**src/hdl/soa_pkg.sv**
```systemverilog
// Shared constants, types and the arctangent table of the semicircle overlap block.
package soa_pkg;

	localparam int COORD_W      = 16;
	localparam int FRAC_BITS    = 8;
	localparam int AREA_W       = 25;
	localparam int ANG_BITS     = 30;
	localparam int CORDIC_STEPS = 30;
	localparam int ANGLE_W      = 32;
	localparam int SQ_W         = 2 * COORD_W;
	localparam int XV_W         = SQ_W + 2;
	localparam int ROOT_W       = 35;
	localparam int PROD_W       = 2 * ROOT_W;
	localparam int NORM_W       = 59;
	localparam int CX_W         = 62;
	localparam int Z_W          = 34;
	localparam int CA_W         = 26;
	localparam int NORM_STAGES  = 6;
	localparam int LANE_LAT     = NORM_STAGES + CORDIC_STEPS + 1;
	localparam int QUEUE_DEPTH  = 4;

	localparam logic [ANGLE_W-1:0] PI_ANG      = 32'd3373259426;
	localparam logic [Z_W-1:0]     HALF_PI_ANG = 34'd1686629713;

	typedef enum logic [1:0] {
		CASE_LENS    = 2'd0,
		CASE_APART   = 2'd1,
		CASE_CONTAIN = 2'd2
	} case_t;

	typedef struct packed {
		logic [COORD_W-1:0] sep;
		logic [COORD_W-1:0] rad_a;
		logic [COORD_W-1:0] rad_b;
		logic [COORD_W-1:0] rad_min;
		case_t              cs;
	} item_t;

	// atan(2^-i) in units of 2^-30 rad, truncated
	function automatic logic [ANGLE_W-1:0] atan_entry(input int i);
		case (i)
			0:  atan_entry = 32'd843314856;
			1:  atan_entry = 32'd497837829;
			2:  atan_entry = 32'd263043836;
			3:  atan_entry = 32'd133525158;
			4:  atan_entry = 32'd67021686;
			5:  atan_entry = 32'd33543515;
			6:  atan_entry = 32'd16775850;
			7:  atan_entry = 32'd8388437;
			8:  atan_entry = 32'd4194282;
			9:  atan_entry = 32'd2097149;
			10: atan_entry = 32'd1048575;
			11: atan_entry = 32'd524287;
			12: atan_entry = 32'd262143;
			13: atan_entry = 32'd131071;
			14: atan_entry = 32'd65535;
			15: atan_entry = 32'd32767;
			16: atan_entry = 32'd16383;
			17: atan_entry = 32'd8191;
			18: atan_entry = 32'd4095;
			19: atan_entry = 32'd2047;
			20: atan_entry = 32'd1023;
			21: atan_entry = 32'd511;
			22: atan_entry = 32'd255;
			23: atan_entry = 32'd127;
			24: atan_entry = 32'd63;
			25: atan_entry = 32'd31;
			26: atan_entry = 32'd15;
			27: atan_entry = 32'd7;
			28: atan_entry = 32'd3;
			29: atan_entry = 32'd1;
			default: atan_entry = '0;
		endcase
	endfunction

endpackage

```
**src/hdl/soa_front.sv**
```systemverilog
// Front end: centre distance, smaller radius and overlap case of an incoming item.
module soa_front (
	input  logic signed [soa_pkg::COORD_W-1:0] centre_a,
	input  logic        [soa_pkg::COORD_W-1:0] radius_a,
	input  logic signed [soa_pkg::COORD_W-1:0] centre_b,
	input  logic        [soa_pkg::COORD_W-1:0] radius_b,
	output soa_pkg::item_t                     item
);
	localparam int CW = soa_pkg::COORD_W;

	logic [CW:0]   diff;
	logic [CW:0]   dist_w;
	logic [CW:0]   rsum;
	logic [CW-1:0] sep;
	logic [CW-1:0] rdiff;

	assign diff   = {centre_a[CW-1], centre_a} - {centre_b[CW-1], centre_b};
	assign dist_w = diff[CW] ? (~diff + 1'b1) : diff;
	assign sep    = dist_w[CW-1:0];
	assign rsum   = {1'b0, radius_a} + {1'b0, radius_b};
	assign rdiff  = (radius_a >= radius_b) ? (radius_a - radius_b) : (radius_b - radius_a);

	always_comb begin
		item.sep     = sep;
		item.rad_a   = radius_a;
		item.rad_b   = radius_b;
		item.rad_min = (radius_a < radius_b) ? radius_a : radius_b;
		if ({1'b0, sep} >= rsum) begin
			item.cs = soa_pkg::CASE_APART;
		end else if (sep <= rdiff) begin
			item.cs = soa_pkg::CASE_CONTAIN;
		end else begin
			item.cs = soa_pkg::CASE_LENS;
		end
	end
endmodule

```
**config.mk**
```make
export PLATFORM = sky130hd
export DESIGN_NAME = soa_front
export DESIGN_NICKNAME = d
export VERILOG_FILES = /design/src/hdl/soa_pkg.sv /design/src/hdl/soa_front.sv
export SDC_FILE = /design/constraint.sdc
export NUM_CORES = 1
export LEC_CHECK = 0
export ABC_CLOCK_PERIOD_IN_PS = 11030
export BUFFER_PORTS_ARGS = -buffer_cell sky130_fd_sc_hd__buf_4
export CORE_MARGIN = 4
export CORE_UTILIZATION = 47
export DETAILED_ROUTE_END_ITERATION = 8
export PLACE_DENSITY = 0.76
export SYNTH_ARGS = -nofsm -noshare
export SYNTH_HDL_FRONTEND = slang
export SYNTH_SLANG_ARGS = --single-unit
```
**constraint.sdc**
```tcl
create_clock -name vclk -period 11.03
set_clock_uncertainty 0.15 [all_clocks]
set_input_delay 1.6545 -clock vclk [all_inputs]
set_output_delay 1.6545 -clock vclk [all_outputs]
set_load 0.1 [all_outputs]
```
==> impl_metrics.env <==
export IMPL_nets=923
export IMPL_yosysUniqueCellTypes=81
export IMPL_seq_cells=0
export IMPL_finalSetupViolCount=0
export IMPL_cts_setup_buffers=0
export IMPL_crit_chain="buf_4, inv_1, ha_1, fa_1, nand2b_1, a21oi_2, o211a_1, o21ai_0, a21o_1, nor4b_4, or3b_4, nor4_4, mux2_1, o211ai_1, ha_1, and4_1, and2_1, nand3_1, nor2b_1, or3b_2, mux2i_1, a211oi_1, a2bb2oi_1, buf_4"
export IMPL_power_density_mw_per_mm2=135
export IMPL_ctsResizeCount=0
export IMPL_critPathMaxStageDelay_ns=0.46
export IMPL_hold_buffers=0
export IMPL_tightest_slew_ns=1.08
export IMPL_finalCritPeriodShare_pct=79.6
export IMPL_ios=130
export IMPL_seq_area_frac_synth_pct=0
export IMPL_nClkBuffers=0
export IMPL_cap_viol_max_count=0
export IMPL_path_buf_inv=3
export IMPL_post_drt_wl_per_cell_um=15.0
export IMPL_yosysWarnings=0
export IMPL_yosysMostFrequentCell="ha_1"
export IMPL_post_dp_hpwl_um=11500
export IMPL_yosysTopAreaCellShare_pct=24.5
export IMPL_routed_via_density=5.58
export IMPL_grt_pass1_wl_um=21600
export IMPL_synth_cells=685
export IMPL_drc_errors=0
export IMPL_place_gp_congestion=0.928
export IMPL_final_instance_count_excl_fill=892
export IMPL_postLayoutCoreUtil_pct=56.7
export IMPL_dp_slack_ns=2.23
export IMPL_path_class="in -> out"
export IMPL_groute_usage_overall_pct=21.5
export IMPL_peakVddDrop_v=0.0000835
export IMPL_drive_gt1_share_pct=20.0
export IMPL_finalSetupTns_ns=0
export IMPL_cp_end_kind="output pin"
export IMPL_startpoint_type="input pin"
export IMPL_grt_pass1_vias=4745
export IMPL_critPathArrivalTime_ns=6.98
export IMPL_dieHeight_um=109
export IMPL_fp_dieW_um=109
export IMPL_crit_path_top_delay_cell="or3b_2"
export IMPL_required_ns=9.23
export IMPL_rsz0062_at_grt="false"
export IMPL_min_period_ns=8.78
export IMPL_fp_row_count=36
export IMPL_worst_slack_ns=2.25
export IMPL_grt_start_max_net_pins=32
export IMPL_crit_family="simple AND/OR/NAND/NOR gates"
export IMPL_area_delta_synth_final_pct=16.6
export IMPL_status="finished clean"
export IMPL_ant_nets=0
export IMPL_dp_cells=892
export IMPL_synth_area_mm2=0.00480
export IMPL_fmax_mhz=114
export IMPL_core_mm2=0.00986
export IMPL_syn_nets=847
export IMPL_register_area_um2=0
export IMPL_vias=4977
export IMPL_avgSynthCellArea_um2=7.00
export IMPL_slew_violations=0
export IMPL_initialDrtViolationCount=226
export IMPL_dr_pass1_iters=5
export IMPL_fp_dieArea_mm2=0.0119
export IMPL_start_util_pct=48.6
export IMPL_grt_ovfl_total=0
export IMPL_cp_max_fo=4
export IMPL_min_path_type="in -> out"
export IMPL_synthTopCellsByCount="ha_1 (94), inv_1 (78), a21oi_1 (59)"
export IMPL_relSlewSlack_pct=28.0
export IMPL_leakage_nw=2.86
export IMPL_synth_area_leaders="ha_1 (25%), xnor2_1 (6.2%), a21oi_1 (6.2%)"
export IMPL_wirelength_um=13400
export IMPL_port_buffers=130
export IMPL_finalHoldViolations=0
export IMPL_antenna_found_initial=0
export IMPL_n_antenna_cell=0
export IMPL_synth_area_leader_cell="ha_1"
==> metrics by stage <==
stage	cell area [um^2]	total power, mW	hold WS [ns]
after global placement	5590	0.741	3.51
after global routing	5590	0.811	3.51
final	5590	0.753	3.51
after CTS	5590	0.755	3.51
after detailed placement	5590	0.752	3.51
after floorplan	4800	0.597	3.37
==> worst paths after layout <==
kind | startpoint | to | slack (ns) | cells after the start
setup / recovery | centre_a[0] | item[1] | 2.25 | 24
hold / removal | radius_a[5] | item[39] | 3.51 | 2
==> placed cells by master, fill, tap and decap left out, types with 14 or more instances in the layout <==
master	Yosys	layout
nor2b_1	14	14
a21oi_1	59	59
o21ai_0	50	49
a21o_1	25	25
nor2_1	45	45
ha_1	94	94
xnor2_1	34	34
buf_4	32	130
nand2_1	43	43
inv_1	78	78
==> final cells by class <==
type | count | area (um^2)
multi-input combinational | 551 | 4160
timing repair buffer | 130 | 976
inverter | 78 | 293
tap | 133 | 166
fill | 950 | 4270
==> power breakdown <==
part | internal (mW) | leakage [nW] | switching, mW | total, mW
sequential | 0 | 0 | 0 | 0
clock | 0 | 0 | 0 | 0
combinational | 0.224 | 2.86 | 0.529 | 0.753
==> logic make-up after synthesis <==
| group | Yosys count | share of synthesized area [%] |
|---|---|---|
| mux | 10 | 2.17 |
| xor+xnor | 49 | 9.42 |
| fa+ha+maj | 99 | 26.4 |
| simple gates | 181 | 20.0 |
| buf+inv | 134 | 13.4 |
| compound gates | 212 | 28.6 |
==> per-layer routing <==
layer	wire length, um	part of all wire, %	global-route usage (%)
met1	6050	45	27.8
met2	6530	49	40.3
met3	614	4.6	0.474
met4	179	1.3	2.98
met5	0	0	0
(Power assumes the default switching activity.)
