## src/hdl/soa_pkg.sv

```systemverilog
// Shared constants, types and the arctangent table of the semicircle overlap block.
package soa_pkg;

	localparam int COORD_W      = 16;
	localparam int FRAC_BITS    = 8;
	localparam int AREA_W       = 25;
	localparam int ANG_BITS     = 30;
	localparam int CORDIC_STEPS = 30;
	localparam int ANGLE_W      = 32;
	localparam int SQ_W         = 2 * COORD_W;
	localparam int XV_W         = SQ_W + 2;
	localparam int ROOT_W       = 35;
	localparam int PROD_W       = 2 * ROOT_W;
	localparam int NORM_W       = 59;
	localparam int CX_W         = 62;
	localparam int Z_W          = 34;
	localparam int CA_W         = 26;
	localparam int NORM_STAGES  = 6;
	localparam int LANE_LAT     = NORM_STAGES + CORDIC_STEPS + 1;
	localparam int QUEUE_DEPTH  = 4;

	localparam logic [ANGLE_W-1:0] PI_ANG      = 32'd3373259426;
	localparam logic [Z_W-1:0]     HALF_PI_ANG = 34'd1686629713;

	typedef enum logic [1:0] {
		CASE_LENS    = 2'd0,
		CASE_APART   = 2'd1,
		CASE_CONTAIN = 2'd2
	} case_t;

	typedef struct packed {
		logic [COORD_W-1:0] sep;
		logic [COORD_W-1:0] rad_a;
		logic [COORD_W-1:0] rad_b;
		logic [COORD_W-1:0] rad_min;
		case_t              cs;
	} item_t;

	// atan(2^-i) in units of 2^-30 rad, truncated
	function automatic logic [ANGLE_W-1:0] atan_entry(input int i);
		case (i)
			0:  atan_entry = 32'd843314856;
			1:  atan_entry = 32'd497837829;
			2:  atan_entry = 32'd263043836;
			3:  atan_entry = 32'd133525158;
			4:  atan_entry = 32'd67021686;
			5:  atan_entry = 32'd33543515;
			6:  atan_entry = 32'd16775850;
			7:  atan_entry = 32'd8388437;
			8:  atan_entry = 32'd4194282;
			9:  atan_entry = 32'd2097149;
			10: atan_entry = 32'd1048575;
			11: atan_entry = 32'd524287;
			12: atan_entry = 32'd262143;
			13: atan_entry = 32'd131071;
			14: atan_entry = 32'd65535;
			15: atan_entry = 32'd32767;
			16: atan_entry = 32'd16383;
			17: atan_entry = 32'd8191;
			18: atan_entry = 32'd4095;
			19: atan_entry = 32'd2047;
			20: atan_entry = 32'd1023;
			21: atan_entry = 32'd511;
			22: atan_entry = 32'd255;
			23: atan_entry = 32'd127;
			24: atan_entry = 32'd63;
			25: atan_entry = 32'd31;
			26: atan_entry = 32'd15;
			27: atan_entry = 32'd7;
			28: atan_entry = 32'd3;
			29: atan_entry = 32'd1;
			default: atan_entry = '0;
		endcase
	endfunction

endpackage

```

## src/hdl/soa_queue.sv

```systemverilog
// Short first-in first-out queue between the front end and the arithmetic back end.
module soa_queue #(
	parameter int WIDTH = 8,
	parameter int DEPTH = soa_pkg::QUEUE_DEPTH
) (
	input  logic             clk,
	input  logic             arst_n,
	input  logic             push,
	input  logic [WIDTH-1:0] wdata,
	output logic             full,
	input  logic             pop,
	output logic [WIDTH-1:0] rdata,
	output logic             empty
);
	localparam int PTR_W = (DEPTH > 1) ? $clog2(DEPTH) : 1;
	localparam int CNT_W = $clog2(DEPTH + 1);

	logic [WIDTH-1:0] mem_q [DEPTH];
	logic [PTR_W-1:0] wr_q;
	logic [PTR_W-1:0] rd_q;
	logic [CNT_W-1:0] cnt_q;
	logic             do_push;
	logic             do_pop;

	assign full    = (cnt_q == CNT_W'(DEPTH));
	assign empty   = (cnt_q == '0);
	assign do_push = push & ~full;
	assign do_pop  = pop & ~empty;
	assign rdata   = mem_q[rd_q];

	always_ff @(posedge clk) begin
		if (do_push) begin
			mem_q[wr_q] <= wdata;
		end
	end

	always_ff @(posedge clk or negedge arst_n) begin
		if (!arst_n) begin
			wr_q  <= '0;
			rd_q  <= '0;
			cnt_q <= '0;
		end else begin
			if (do_push) begin
				wr_q <= (wr_q == PTR_W'(DEPTH - 1)) ? '0 : wr_q + 1'b1;
			end
			if (do_pop) begin
				rd_q <= (rd_q == PTR_W'(DEPTH - 1)) ? '0 : rd_q + 1'b1;
			end
			case ({do_push, do_pop})
				2'b10:   cnt_q <= cnt_q + 1'b1;
				2'b01:   cnt_q <= cnt_q - 1'b1;
				default: cnt_q <= cnt_q;
			endcase
		end
	end
endmodule

```

## config.mk

```make
export PLATFORM = sky130hd
export DESIGN_NAME = soa_queue
export DESIGN_NICKNAME = d
export VERILOG_FILES = /design/src/hdl/soa_pkg.sv /design/src/hdl/soa_queue.sv
export SDC_FILE = /design/constraint.sdc
export NUM_CORES = 1
export LEC_CHECK = 0
export BUFFER_PORTS_ARGS = -buffer_cell sky130_fd_sc_hd__buf_2
export CORE_MARGIN = 3
export CORE_UTILIZATION = 44
export CTS_BUF_LIST = sky130_fd_sc_hd__clkbuf_8
export DETAILED_ROUTE_END_ITERATION = 12
export MAX_ROUTING_LAYER = met4
export PLACE_DENSITY = 0.68
export REMOVE_ABC_BUFFERS = 1
export SYNTH_ARGS = -nofsm -noshare
export SYNTH_HDL_FRONTEND = slang
export SYNTH_SLANG_ARGS = --single-unit
export TNS_END_PERCENT = 1
```

## constraint.sdc

```tcl
create_clock -name clk -period 1.9 [get_ports clk]
set_input_delay 0.19 -clock clk [delete_from_list [all_inputs] [get_ports clk]]
set_output_delay 0.19 -clock clk [all_outputs]
set_load 0.1 [all_outputs]
```

==> flow_summary.yaml <==
min_path:
  hold_depth: 1
  hold_path.class: "in2reg"
global_route:
  grt_util_all_layers_pct: 13.8
  grt_pass1_vias: 890
  grt_overflow: 0
  antenna_found_initial: 0
  grt_max_degree: 13
  grt_pass1_wl_um: 4180
timing:
  fin_crit_sh_pct: 102
  maxSlewHeadroom_pct: 67.6
  layout_min_cycle_time_ns: 1.94
  setup_slack_ns: -0.0449
  rsz0062_at_grt: "yes"
  final-max-slew-violation-count: 0
  hold_viol: 0
  setup_viol: 1
  tightestPinTransition_ns: 0.489
  clock_skew_ns: 0.00541
  fmax_mhz: 514
  hold_slack_ns: 0.119
  setup-tns-final_ns: -0.0449
detailed_routing:
  routed_wl_um: 2460
  wl_per_cell_um: 14.8
  drc: 0
  drt_iter0_drc: 17
  vias: 809
  drtPass1Iterations: 4
  via_per_inst: 4.87
  ant_nets: 0
setup_path:
  arrival_ns: 2.16
  slowest_stage: "or3b_4"
  endpoint: "cnt_q[2]"
  startpoint: "cnt_q[1]"
  r2r_start: "cnt_q[1]"
  worstSetupPathType: "reg2reg"
  reg2reg_to: "cnt_q[2]"
  slowest_delay_ns: 0.40
  start_kind: "flop"
  path_cells: "or3b_4, and2_4, inv_2, ha_4, inv_2, fa_2, xor2_1, nor2_1, xor2_1"
  reg2reg_depth: 9
  required_ns: 2.11
  worstPathMaxFanout: 2
  r2r_slack_ns: -0.04
  worstSetupEndpointType: "flop"
placed_design:
  portBuffers: 21
  dp_cells: 156
  gp_congestion: 0.760
  hpwl_um: 1660
cells_and_area:
  layout-drive-gt1-share_pct: 50.0
  stdcell_count: 166
  area_growth_pct: 23.3
  fin_util_pct: 57.7
  antenna_cells: 0
  final_common_cell: "edfxtp_1"
  final_cell_mix: "edfxtp_1, buf_4, buf_2, mux4_2"
  fin_nets: 138
  fillers: 262
run_status:
  outcome: "finished, violations left"
  violations: "setup timing"
clock_network:
  tritoncts: "done"
  max-clock-path-buffers: 2
  cts.sinks: 39
  cts_root_buf: "clkbuf_8"
  cts_made_buffers: 5
  clkSlewWorstSetupHoldPaths_ns: 0.07
  clock_latency_ns: 0.28
  h-tree-depth: 2
synthesis:
  ys_seq_area_share_pct: 70.5
  ys_types: 19
  synth_warnings: 0
  syn_avg_cell_area_um2: 19.4
  netlist_area_mm2: 0.00161
  synth-seq-cells: 39
  synthCells: 83
die:
  num_rows: 21
  die_area_mm2: 0.00442
  die_width_um: 66.5
  coreArea_mm2: 0.00344
  fp.dieH_um: 66.5
  io_pins: 22
  initial_core_util_pct: 46.8
flow_run:
  drv_cap: 0
cell families after synthesis:
group	synth area share, %
buffers and inverters	2.41
and+or+nand+nor	4.50
xor gates and xnor gates	1.63
muxes	15.1
adders and majority gates	5.90
DFF	70.5
synthesized netlist by cell type:
cell / n / area share (%)
and3_2: 4 / 1.9
nor2_1: 3 / 0.70
fa_1: 1 / 1.2
mux2i_1: 1 / 0.62
dfrtp_1: 7 / 11
xor2_1: 2 / 1.1
nor3_1: 1 / 0.31
buf_1: 1 / 0.23
mux2_2: 2 / 1.4
or3b_4: 1 / 0.70
and2_4: 1 / 0.54
edfxtp_1: 32 / 60
inv_1: 8 / 1.9
mux2_4: 2 / 1.9
mux4_2: 8 / 11
buf_2: 1 / 0.31
ha_1: 6 / 4.7
nand2b_1: 1 / 0.39
xnor2_1: 1 / 0.54
per-stage QoR:
step	setup slack, ns	cell area, µm²
finish	-0.0449	1990
global route	-0.151	1990
CTS	-0.0514	1980
detailed placement	-0.128	1830
global placement	-0.0948	1830
floorplan	-1.85	1600
layer usage:
layer | global-route usage [%] | routed length, µm | vias to the layer above
met4 | 6.09 | 42 | 0
li1 | - | - | 385
met1 | 15.6 | 982 | 404
met3 | 3.54 | 82 | 5
met2 | 23.0 | 1350 | 15
met5 | - | 0 | -
registers in the layout (all words and copies together) (netlist names):
| register | count |
|---|---|
| cnt_q | 3 |
| mem_q | 32 |
| rd_q | 2 |
| wr_q | 2 |
worst min-delay path by stage:
stage / from / end
floorplan: arst_n / cnt_q[0]
global placement: arst_n / rd_q[0]
detailed placement: arst_n / cnt_q[1]
CTS: wdata[4] / mem_q[2][4]
global route: wdata[1] / mem_q[3][1]
finish: wdata[4] / mem_q[2][4]
cell type report:
class / count / area [µm²] / area share (%)
sequential: 39 / 1140 / 57.4
timing repair buffer: 31 / 200 / 10.1
clock inverter: 3 / 38.8 / 1.95
inverter: 8 / 30.0 / 1.51
tap: 46 / 57.6 / 2.90
clock buffer: 5 / 68.8 / 3.46
multi-input combinational: 34 / 452 / 22.7
critical path: cells and delay by family (launching register included):
family        cells  cell delay, ns
xor+xnor          2            0.28
buf+inv           2            0.09
simple gates      3            0.65
flops             1            0.39
fa+ha+maj         2            0.45
what timing repair did:
item | CTS | global route
hold endpoints to repair | 7 | 0
endpoints found under the setup margin | 9 | 7
buffers inserted | 1 | 0
pin swaps | 5 | 1
resized for setup | 12 | 2
hold buffers | 1 | 0
Power is not shown: default switching activity piles up to over one toggle a cycle in this logic, so the estimate is an artifact.
